[config.mk]
export PLATFORM = sky130hd
export DESIGN_NAME = version_snapshot_table_top_flat
export DESIGN_NICKNAME = d
export VERILOG_FILES = /design/src/hdl/vst_pkg.sv /design/src/hdl/vst_req_if.sv /design/src/hdl/vst_rsp_if.sv /design/src/hdl/vst_cell.sv /design/src/hdl/version_snapshot_table_top.sv /design/src/flat_wrapper.sv
export SDC_FILE = /design/constraint.sdc
export NUM_CORES = 2
export LEC_CHECK = 0
export ABC_AREA = 1
export BUFFER_PORTS_ARGS = -buffer_cell sky130_fd_sc_hd__buf_2
export CAP_MARGIN = 20
export CELL_PAD_IN_SITES_DETAIL_PLACEMENT = 0
export CELL_PAD_IN_SITES_GLOBAL_PLACEMENT = 1
export CORE_AREA = 4 4 369 371
export CTS_CLUSTER_SIZE = 14
export DETAILED_ROUTE_END_ITERATION = 8
export DIE_AREA = 0 0 373 375
export HOLD_SLACK_MARGIN = 0.12
export PLACE_DENSITY_LB_ADDON = 0.3
export SLEW_MARGIN = 30
export SYNTH_ARGS = -nofsm -noshare
export SYNTH_HDL_FRONTEND = slang
export SYNTH_HIERARCHICAL = 1
export SYNTH_SLANG_ARGS = --single-unit
[constraint.sdc]
create_clock -name clock -period 9.2 [get_ports clock]
set_input_delay 0.92 -clock clock [delete_from_list [all_inputs] [get_ports clock]]
set_output_delay 0.92 -clock clock [all_outputs]
set_load 0.01 [all_outputs]
[src/hdl/vst_pkg.sv]
// ----------------------------------------------------------------------------
// Version snapshot table package
// Sizes, operation and status codes, and the structs shared by the table
// and its cells.
// ----------------------------------------------------------------------------
package vst_pkg;

   localparam int MAX_ENTRIES = 16;
   localparam int CNT_W       = $clog2(MAX_ENTRIES + 1);
   localparam int OP_W        = 2;
   localparam int VER_W       = 32;
   localparam int HDL_W       = 32;
   localparam int STAT_W      = 2;
   localparam int ENTRY_W     = 5;

   typedef logic [OP_W-1:0]   op_type;
   typedef logic [STAT_W-1:0] status_type;

   localparam op_type OP_ADD    = op_type'(0);
   localparam op_type OP_LOOKUP = op_type'(1);
   localparam op_type OP_DELETE = op_type'(2);

   localparam status_type ST_OK        = status_type'(0);
   localparam status_type ST_NOT_FOUND = status_type'(1);
   localparam status_type ST_FULL      = status_type'(2);
   localparam status_type ST_NOT_ABOVE = status_type'(3);

   typedef struct packed {
      op_type           op;
      logic [VER_W-1:0] version;
      logic [HDL_W-1:0] handle;
   } cmd_type;

   typedef struct packed {
      logic [VER_W-1:0] version;
      logic [HDL_W-1:0] handle;
      logic             le;
      logic             occ;
   } link_type;

   typedef struct packed {
      logic upd;
      logic add_ok;
      logic occ;
      logic tail;
   } cell_ctrl_type;

endpackage

[src/hdl/vst_req_if.sv]
// ----------------------------------------------------------------------------
// Request channel
// Valid/ready channel that carries one table operation per beat.
// ----------------------------------------------------------------------------
interface vst_req_if;
   import vst_pkg::*;

   logic             valid;
   logic             ready;
   op_type           operation;
   logic [VER_W-1:0] version;
   logic [HDL_W-1:0] handle;

   modport source (output valid, output operation, output version, output handle,
                   input ready);
   modport sink   (input valid, input operation, input version, input handle,
                   output ready);
endinterface

[src/hdl/vst_rsp_if.sv]
// ----------------------------------------------------------------------------
// Response channel
// Valid/ready channel that carries one operation result per beat.
// ----------------------------------------------------------------------------
interface vst_rsp_if;
   import vst_pkg::*;

   logic               valid;
   logic               ready;
   status_type         status;
   logic [HDL_W-1:0]   found_handle;
   logic [ENTRY_W-1:0] entry_count;

   modport source (output valid, output status, output found_handle,
                   output entry_count, input ready);
   modport sink   (input valid, input status, input found_handle,
                   input entry_count, output ready);
endinterface

[src/hdl/vst_cell.sv]
// ----------------------------------------------------------------------------
// Table cell
// Holds one (version, handle) pair, loads the request's pair as the tail cell
// of an add, registers compare flags against the current request, and takes
// its upper neighbor's pair when a delete removes its own pair or one below.
// ----------------------------------------------------------------------------
module vst_cell (
   input  logic                   clock,
   input  vst_pkg::cmd_type       cmd,
   input  logic                   cmp_en,
   input  vst_pkg::cell_ctrl_type ctrl,
   input  vst_pkg::link_type      nbr_link,
   output vst_pkg::link_type      own_link,
   input  logic                   match_in,
   output logic                   match_out,
   output logic                   sel,
   output logic                   ge_hit
);
   import vst_pkg::*;

   logic [VER_W-1:0] ver_ff, ver_in;
   logic [HDL_W-1:0] hdl_ff, hdl_in;
   logic             le_ff, le_in;
   logic             ge_ff, ge_in;
   logic             hit_del;
   logic             hit_lk;

   always_comb begin
      le_in = le_ff;
      ge_in = ge_ff;
      if (cmp_en) begin
         le_in = (ver_ff <= cmd.version);
         ge_in = (ver_ff >= cmd.version);
      end
   end

   assign hit_del   = ctrl.occ & le_ff & ge_ff;
   assign hit_lk    = ctrl.occ & le_ff & ~(nbr_link.occ & nbr_link.le);
   assign match_out = match_in | hit_del;
   assign ge_hit    = ctrl.occ & ge_ff;
   assign sel       = ((cmd.op == OP_LOOKUP) & hit_lk) | ((cmd.op == OP_DELETE) & hit_del);

   always_comb begin
      ver_in = ver_ff;
      hdl_in = hdl_ff;
      if (ctrl.upd) begin
         if (cmd.op == OP_ADD && ctrl.add_ok && ctrl.tail) begin
            ver_in = cmd.version;
            hdl_in = cmd.handle;
         end else if (cmd.op == OP_DELETE && match_out && ctrl.occ) begin
            ver_in = nbr_link.version;
            hdl_in = nbr_link.handle;
         end
      end
   end

   always_ff @(posedge clock) begin
      ver_ff <= ver_in;
      hdl_ff <= hdl_in;
      le_ff  <= le_in;
      ge_ff  <= ge_in;
   end

   assign own_link = '{version: ver_ff, handle: hdl_ff, le: le_ff, occ: ctrl.occ};

endmodule

[src/hdl/version_snapshot_table_top.sv]
// Each operation spends a compare state and an update state across the row
// of cells; its result enters the response slot at the end of the update
// state, and a new request beat is taken only as that state is left.
// A stalled response holds the update cycle until the response slot frees.
// Reset clears the entry count and the control state; cell contents are not
// cleared, and the table starts empty.
// ----------------------------------------------------------------------------
// Version snapshot table top level
// Ordered table of (version, handle) pairs kept in a row of cells, with add,
// lookup at or below a version, and delete of an exact version.
// ----------------------------------------------------------------------------
module version_snapshot_table_top (
   input logic  clock,
   input logic  reset,
   vst_req_if.sink   req_ch,
   vst_rsp_if.source rsp_ch
);
   import vst_pkg::*;

   localparam logic [1:0] S_IDLE = 2'd0;
   localparam logic [1:0] S_CMP  = 2'd1;
   localparam logic [1:0] S_UPD  = 2'd2;

   logic [1:0]         state_ff, state_in;
   cmd_type            cmd_ff, cmd_in;
   logic [CNT_W-1:0]   count_ff, count_in, count_res;
   logic               rsp_valid_ff, rsp_valid_in;
   status_type         rsp_status_ff, rsp_status_in;
   logic [HDL_W-1:0]   rsp_handle_ff, rsp_handle_in;
   logic [ENTRY_W-1:0] rsp_count_ff, rsp_count_in;

   logic                        accept;
   logic                        advance;
   logic                        full;
   logic                        not_above;
   logic                        add_ok;
   logic [HDL_W-1:0]            sel_handle;
   logic [CNT_W+ENTRY_W-1:0]    count_ext;
   link_type                    link    [MAX_ENTRIES:0];
   logic [MAX_ENTRIES:0]        match;
   logic [MAX_ENTRIES-1:0]      sel_vec;
   logic [MAX_ENTRIES-1:0]      ge_vec;
   cell_ctrl_type               ctrl    [MAX_ENTRIES-1:0];

   assign advance      = (state_ff == S_UPD) && (!rsp_valid_ff || rsp_ch.ready);
   assign req_ch.ready = (state_ff == S_IDLE) || advance;
   assign accept       = req_ch.valid && req_ch.ready;

   assign full      = (count_ff == CNT_W'(MAX_ENTRIES));
   assign not_above = |ge_vec;
   assign add_ok    = !full && !not_above;

   assign link[MAX_ENTRIES] = '0;
   assign match[0]          = 1'b0;

   for (genvar i = 0; i < MAX_ENTRIES; i++) begin : g_cell
      assign ctrl[i] = '{upd:    advance,
                         add_ok: add_ok,
                         occ:    (CNT_W'(i) < count_ff),
                         tail:   (CNT_W'(i) == count_ff)};

      vst_cell u_cell (
         .clock     (clock),
         .cmd       (cmd_ff),
         .cmp_en    (state_ff == S_CMP),
         .ctrl      (ctrl[i]),
         .nbr_link  (link[i+1]),
         .own_link  (link[i]),
         .match_in  (match[i]),
         .match_out (match[i+1]),
         .sel       (sel_vec[i]),
         .ge_hit    (ge_vec[i])
      );
   end

   always_comb begin
      sel_handle = '0;
      for (int i = 0; i < MAX_ENTRIES; i++) begin
         sel_handle = sel_handle | (link[i].handle & {HDL_W{sel_vec[i]}});
      end
   end

   always_comb begin
      state_in = state_ff;
      unique case (state_ff)
         S_IDLE:  if (accept) state_in = S_CMP;
         S_CMP:   state_in = S_UPD;
         S_UPD:   if (advance) state_in = accept ? S_CMP : S_IDLE;
         default: state_in = S_IDLE;
      endcase
   end

   assign cmd_in = accept ? '{op: req_ch.operation, version: req_ch.version,
                              handle: req_ch.handle} : cmd_ff;

   always_comb begin
      count_res     = count_ff;
      rsp_status_in = ST_NOT_FOUND;
      rsp_handle_in = '0;
      unique case (cmd_ff.op)
         OP_ADD: begin
            if (full) begin
               rsp_status_in = ST_FULL;
            end else if (not_above) begin
               rsp_status_in = ST_NOT_ABOVE;
            end else begin
               rsp_status_in = ST_OK;
               count_res     = count_ff + CNT_W'(1);
            end
         end
         OP_LOOKUP: begin
            if (|sel_vec) begin
               rsp_status_in = ST_OK;
               rsp_handle_in = sel_handle;
            end
         end
         OP_DELETE: begin
            if (match[MAX_ENTRIES]) begin
               rsp_status_in = ST_OK;
               rsp_handle_in = sel_handle;
               count_res     = count_ff - CNT_W'(1);
            end
         end
         default: begin
            rsp_status_in = ST_NOT_FOUND;
         end
      endcase
   end

   assign count_ext    = {{ENTRY_W{1'b0}}, count_res};
   assign rsp_count_in = count_ext[ENTRY_W-1:0];
   assign count_in     = advance ? count_res : count_ff;
   assign rsp_valid_in = advance || (rsp_valid_ff && !rsp_ch.ready);

   always_ff @(posedge clock) begin
      if (reset) begin
         state_ff     <= S_IDLE;
         count_ff     <= '0;
         rsp_valid_ff <= 1'b0;
      end else begin
         state_ff     <= state_in;
         count_ff     <= count_in;
         rsp_valid_ff <= rsp_valid_in;
      end
   end

   always_ff @(posedge clock) begin
      cmd_ff <= cmd_in;
      if (advance) begin
         rsp_status_ff <= rsp_status_in;
         rsp_handle_ff <= rsp_handle_in;
         rsp_count_ff  <= rsp_count_in;
      end
   end

   assign rsp_ch.valid        = rsp_valid_ff;
   assign rsp_ch.status       = rsp_status_ff;
   assign rsp_ch.found_handle = rsp_handle_ff;
   assign rsp_ch.entry_count  = rsp_count_ff;

`ifndef SYNTHESIS
   a_count_range: assert property (@(posedge clock) disable iff (reset)
      count_ff <= CNT_W'(MAX_ENTRIES))
      else $error("Entry count exceeds the table size.");

   a_sel_onehot: assert property (@(posedge clock) disable iff (reset)
      (state_ff == S_UPD) |-> $onehot0(sel_vec))
      else $error("More than one cell selected for the result.");

   a_accept_cmp: assert property (@(posedge clock) disable iff (reset)
      accept |=> (state_ff == S_CMP))
      else $error("Accepted beat did not enter the compare cycle.");

   a_delete_count: assert property (@(posedge clock) disable iff (reset)
      (advance && cmd_ff.op == OP_DELETE && match[MAX_ENTRIES])
      |=> (count_ff == $past(count_ff) - CNT_W'(1)))
      else $error("Delete did not shrink the table by one entry.");
`endif

endmodule
[src/flat_wrapper.sv]
// flat-port wrapper written by rule: the top's interface ports become plain ports
module version_snapshot_table_top_flat import vst_pkg::*;
  (clock, reset, req_ch_valid, req_ch_operation, req_ch_version, req_ch_handle, req_ch_ready, rsp_ch_valid, rsp_ch_status, rsp_ch_found_handle, rsp_ch_entry_count, rsp_ch_ready);
  vst_req_if req_ch_i ();
  vst_rsp_if rsp_ch_i ();
  input logic clock;
  input logic reset;
  input wire logic [$bits(req_ch_i.valid)-1:0] req_ch_valid;
  input wire logic [$bits(req_ch_i.operation)-1:0] req_ch_operation;
  input wire logic [$bits(req_ch_i.version)-1:0] req_ch_version;
  input wire logic [$bits(req_ch_i.handle)-1:0] req_ch_handle;
  output wire logic [$bits(req_ch_i.ready)-1:0] req_ch_ready;
  output wire logic [$bits(rsp_ch_i.valid)-1:0] rsp_ch_valid;
  output wire logic [$bits(rsp_ch_i.status)-1:0] rsp_ch_status;
  output wire logic [$bits(rsp_ch_i.found_handle)-1:0] rsp_ch_found_handle;
  output wire logic [$bits(rsp_ch_i.entry_count)-1:0] rsp_ch_entry_count;
  input wire logic [$bits(rsp_ch_i.ready)-1:0] rsp_ch_ready;
  assign req_ch_i.valid = req_ch_valid;
  assign req_ch_i.operation = req_ch_operation;
  assign req_ch_i.version = req_ch_version;
  assign req_ch_i.handle = req_ch_handle;
  assign req_ch_ready = req_ch_i.ready;
  assign rsp_ch_valid = rsp_ch_i.valid;
  assign rsp_ch_status = rsp_ch_i.status;
  assign rsp_ch_found_handle = rsp_ch_i.found_handle;
  assign rsp_ch_entry_count = rsp_ch_i.entry_count;
  assign rsp_ch_i.ready = rsp_ch_ready;
  version_snapshot_table_top u_core (.clock(clock), .reset(reset), .req_ch(req_ch_i), .rsp_ch(rsp_ch_i));
endmodule
==> results.md <==
- Result of the run: completed
- P_int: 0.00909 W
- P_leak: 33.9 nW
- Clock transition at the register clock pins on the worst setup and hold paths after CTS: 60 ps
- Vias in the first global route: 46200
- Clock tree root buffer cell: clkbuf_16
- Worst EP required: 9590 ps
- Buffers from clock root to sink, at most: 3
- DPL Wire Length: 116000 um
- RSZ-0062 raised after global routing: no
- Number of warning messages in the yosys log: 6
- Switching pwr: 0.00289 W
- Final number of max-transition violations: 0
- Proportion of layout cells with a drive suffix above 1: 0.150
- Chip Height: 375 um
- Per-cell routed wire length: 20.5 um
- Total clock buffers created by CTS: 138
- CTS HTree Levels: 4
- Total number of clock tree sinks: 1169
- PostCTS Resize Cnt: 0
- Final weighted congestion in routability-driven placement: 0.841
- Cell with the largest stage delay on the worst path: a21boi_4
- Worst slew pin tran: 1010 ps
- Area overhead of the layout relative to synthesis: 9.15%
- Fin. Hold Viols: 0
- Worst slack after detailed placement: 3680 ps
- Post CTS Setup Buffer Count: 0
- Standard-cell rows: 134
- Arrival time reported for the critical path endpoint: 6050 ps
- Number of top-level pins: 111
- Count of input and output buffers: 110
- Portion of the clock cycle consumed by the worst path in the final layout: 0.615
- Clock network fraction of design power: 0.436
- Number of remaining DRC errors: 0
- Max-cap violation count: 0
- Number of hold buffers added after cts: 0
- Clock tree from TritonCTS: done
- Post-synthesis cell count: 6423
- Critical-path maximum fanout: 47
- Initial DRC Count: 4348
- Headroom to the max-slew limit: 0.324
- Detailed-route vias per instance: 5.49
- Width of the chip: 373 um
- Hold Slack: 305 ps
- Detailed-routing iteration count for the pre-antenna-repair pass: 5
- Clock Skew: 40.0 ps
- CP delay by family, top: buffers and inverters
- Starting utilization of the core area: 0.518
- Core area: 133000 um^2
- Post-route ant nets: 0
- Mapped Avg Cell Area: 10.7 um^2
- Global-route total usage across every layer: 0.245
- Number of antenna violations at the first check in global routing: 3
- Area of the die: 140000 um^2
- Library cell appearing most often on the critical path: nand2_1
- Final setup violating endpoints: 0
- Logic pwr share: 0.067
- Worst hold path type: in2reg
- Class of the most critical setup path: reg2reg
- Final WL: 173000 um
- Netlist area before placement: 68800 um^2
- Busiest layer in global routing: met2
- Fill count: 11400
- Type of origin of the critical path: register
- Global Route met3 Usage: 0.0450
- Met2 routing resource usage after global routing: 0.384
- Delay of the slowest cell on the worst path: 770 ps
- Aggregate negative setup slack: 0 ps
- Global route overflow: 0
- Crit path setup slack, layout: 3540 ps
- Worst-skew pair later-pin latency: 800 ps
- First-pass GRT wire length: 269000 um
- Shortest clock period the worst path allows after layout: 5660 ps
- Worst supply voltage drop on vdd: 0.190 mV
- Maximum number of pins on one net before global-route repair: 80
- PwrDens: 159 nW/um^2
- Highest clock frequency the design can meet: 177 MHz
- Worst setup EP type: register
- CP Buf/Inv Count: 17
- Via total after detailed routing: 46300
- Switching fraction of total power: 0.242
- Met1 Use GR: 0.353
- Final-stage net count: 7156
- Sequential group share of total power: 0.496
## power by group through the flow
stage                     combinational (W)  clock (W)  sequential, W
after floorplan                    0.000544          0        0.00602
after global placement             0.000775          0        0.00606
after detailed placement           0.000790          0        0.00606
after CTS                          0.000798    0.00534        0.00595
after global routing               0.000912    0.00555        0.00595
final                              0.000807    0.00523        0.00594
## registers in the layout (all words and copies together) (netlist names)
signal                       cells
u_core/g_cell.u_cell/ver_ff    512
u_core/rsp_ch.valid              1
u_core/rsp_ch.found_handle      32
u_core/rsp_ch.status             2
u_core/g_cell.u_cell/ge_ff      16
u_core/count_ff                  5
u_core/cmd_ff                   66
u_core/state_ff                  2
u_core/g_cell.u_cell/hdl_ff    512
u_core/rsp_ch.entry_count        5
u_core/g_cell.u_cell/le_ff      16
## worst paths after layout
| kind | startpoint | end | slack (ps) | cells past startpoint |
|---|---|---|---|---|
| min reg2reg | u_core/state_ff[0] | u_core/state_ff[1] | 490 | 1 |
| min | req_ch_version[24] | u_core/cmd_ff[56] | 300 | 1 |
| max | u_core/count_ff[1] | u_core/g_cell[15].u_cell/ver_ff[2] | 3540 | 38 |
| max reg2reg | u_core/count_ff[1] | u_core/g_cell[15].u_cell/ver_ff[2] | 3540 | 38 |
## routing by layer
| metal | vias up | share of wire |
|---|---|---|
| li1 | 22400 | - |
| met4 | 0 | 0.022 |
| met1 | 22200 | 0.46 |
| met3 | 246 | 0.074 |
| met5 | - | 0 |
| met2 | 1460 | 0.44 |
## cell usage in the layout, fill, tap and decap left out, types with 20 or more instances in the layout
cell and instances:
a21o_1 20, a21oi_1 234, a221oi_1 28, a22o_1 23, buf_2 110, buf_4 73, clkbuf_1 29, clkbuf_16 140
clkinv_1 40, conb_1 67, edfxtp_1 1161, ha_1 521, inv_1 741, inv_2 32, mux2_4 528, nand2_1 1679
nand3_1 133, nand4_1 103, nor2_1 273, o21ai_0 361, o21ai_1 178
## through the flow
| step | std cells | instance area (um^2) | utilization | total power (W) |
|---|---|---|---|---|
| 6_report | 8440 | 75100 | 0.565 | 0.0120 |
| 5_1_grt | 8439 | 75100 | 0.565 | 0.0124 |
| 4_1_cts | 8436 | 75100 | 0.565 | 0.0121 |
| 3_5_place_dp | 8190 | 70800 | 0.533 | 0.00685 |
| 3_3_place_gp | 8182 | 70700 | 0.532 | 0.00683 |
| 2_1_floorplan | 6489 | 69100 | - | 0.00656 |
## layout make-up
cell class | instances | area (um^2) | area share
antenna | 1 | 2.50 | 0.0000333
clock buffer | 169 | 3610 | 0.0481
clock inverter | 77 | 629 | 0.00838
inverter | 775 | 2910 | 0.0387
multi-input combinational | 4285 | 29400 | 0.392
sequential | 1169 | 35000 | 0.466
tap | 1768 | 2210 | 0.0294
timing repair buffer | 196 | 1300 | 0.0173
No activity file was read; power rests on OpenSTA's default activity.
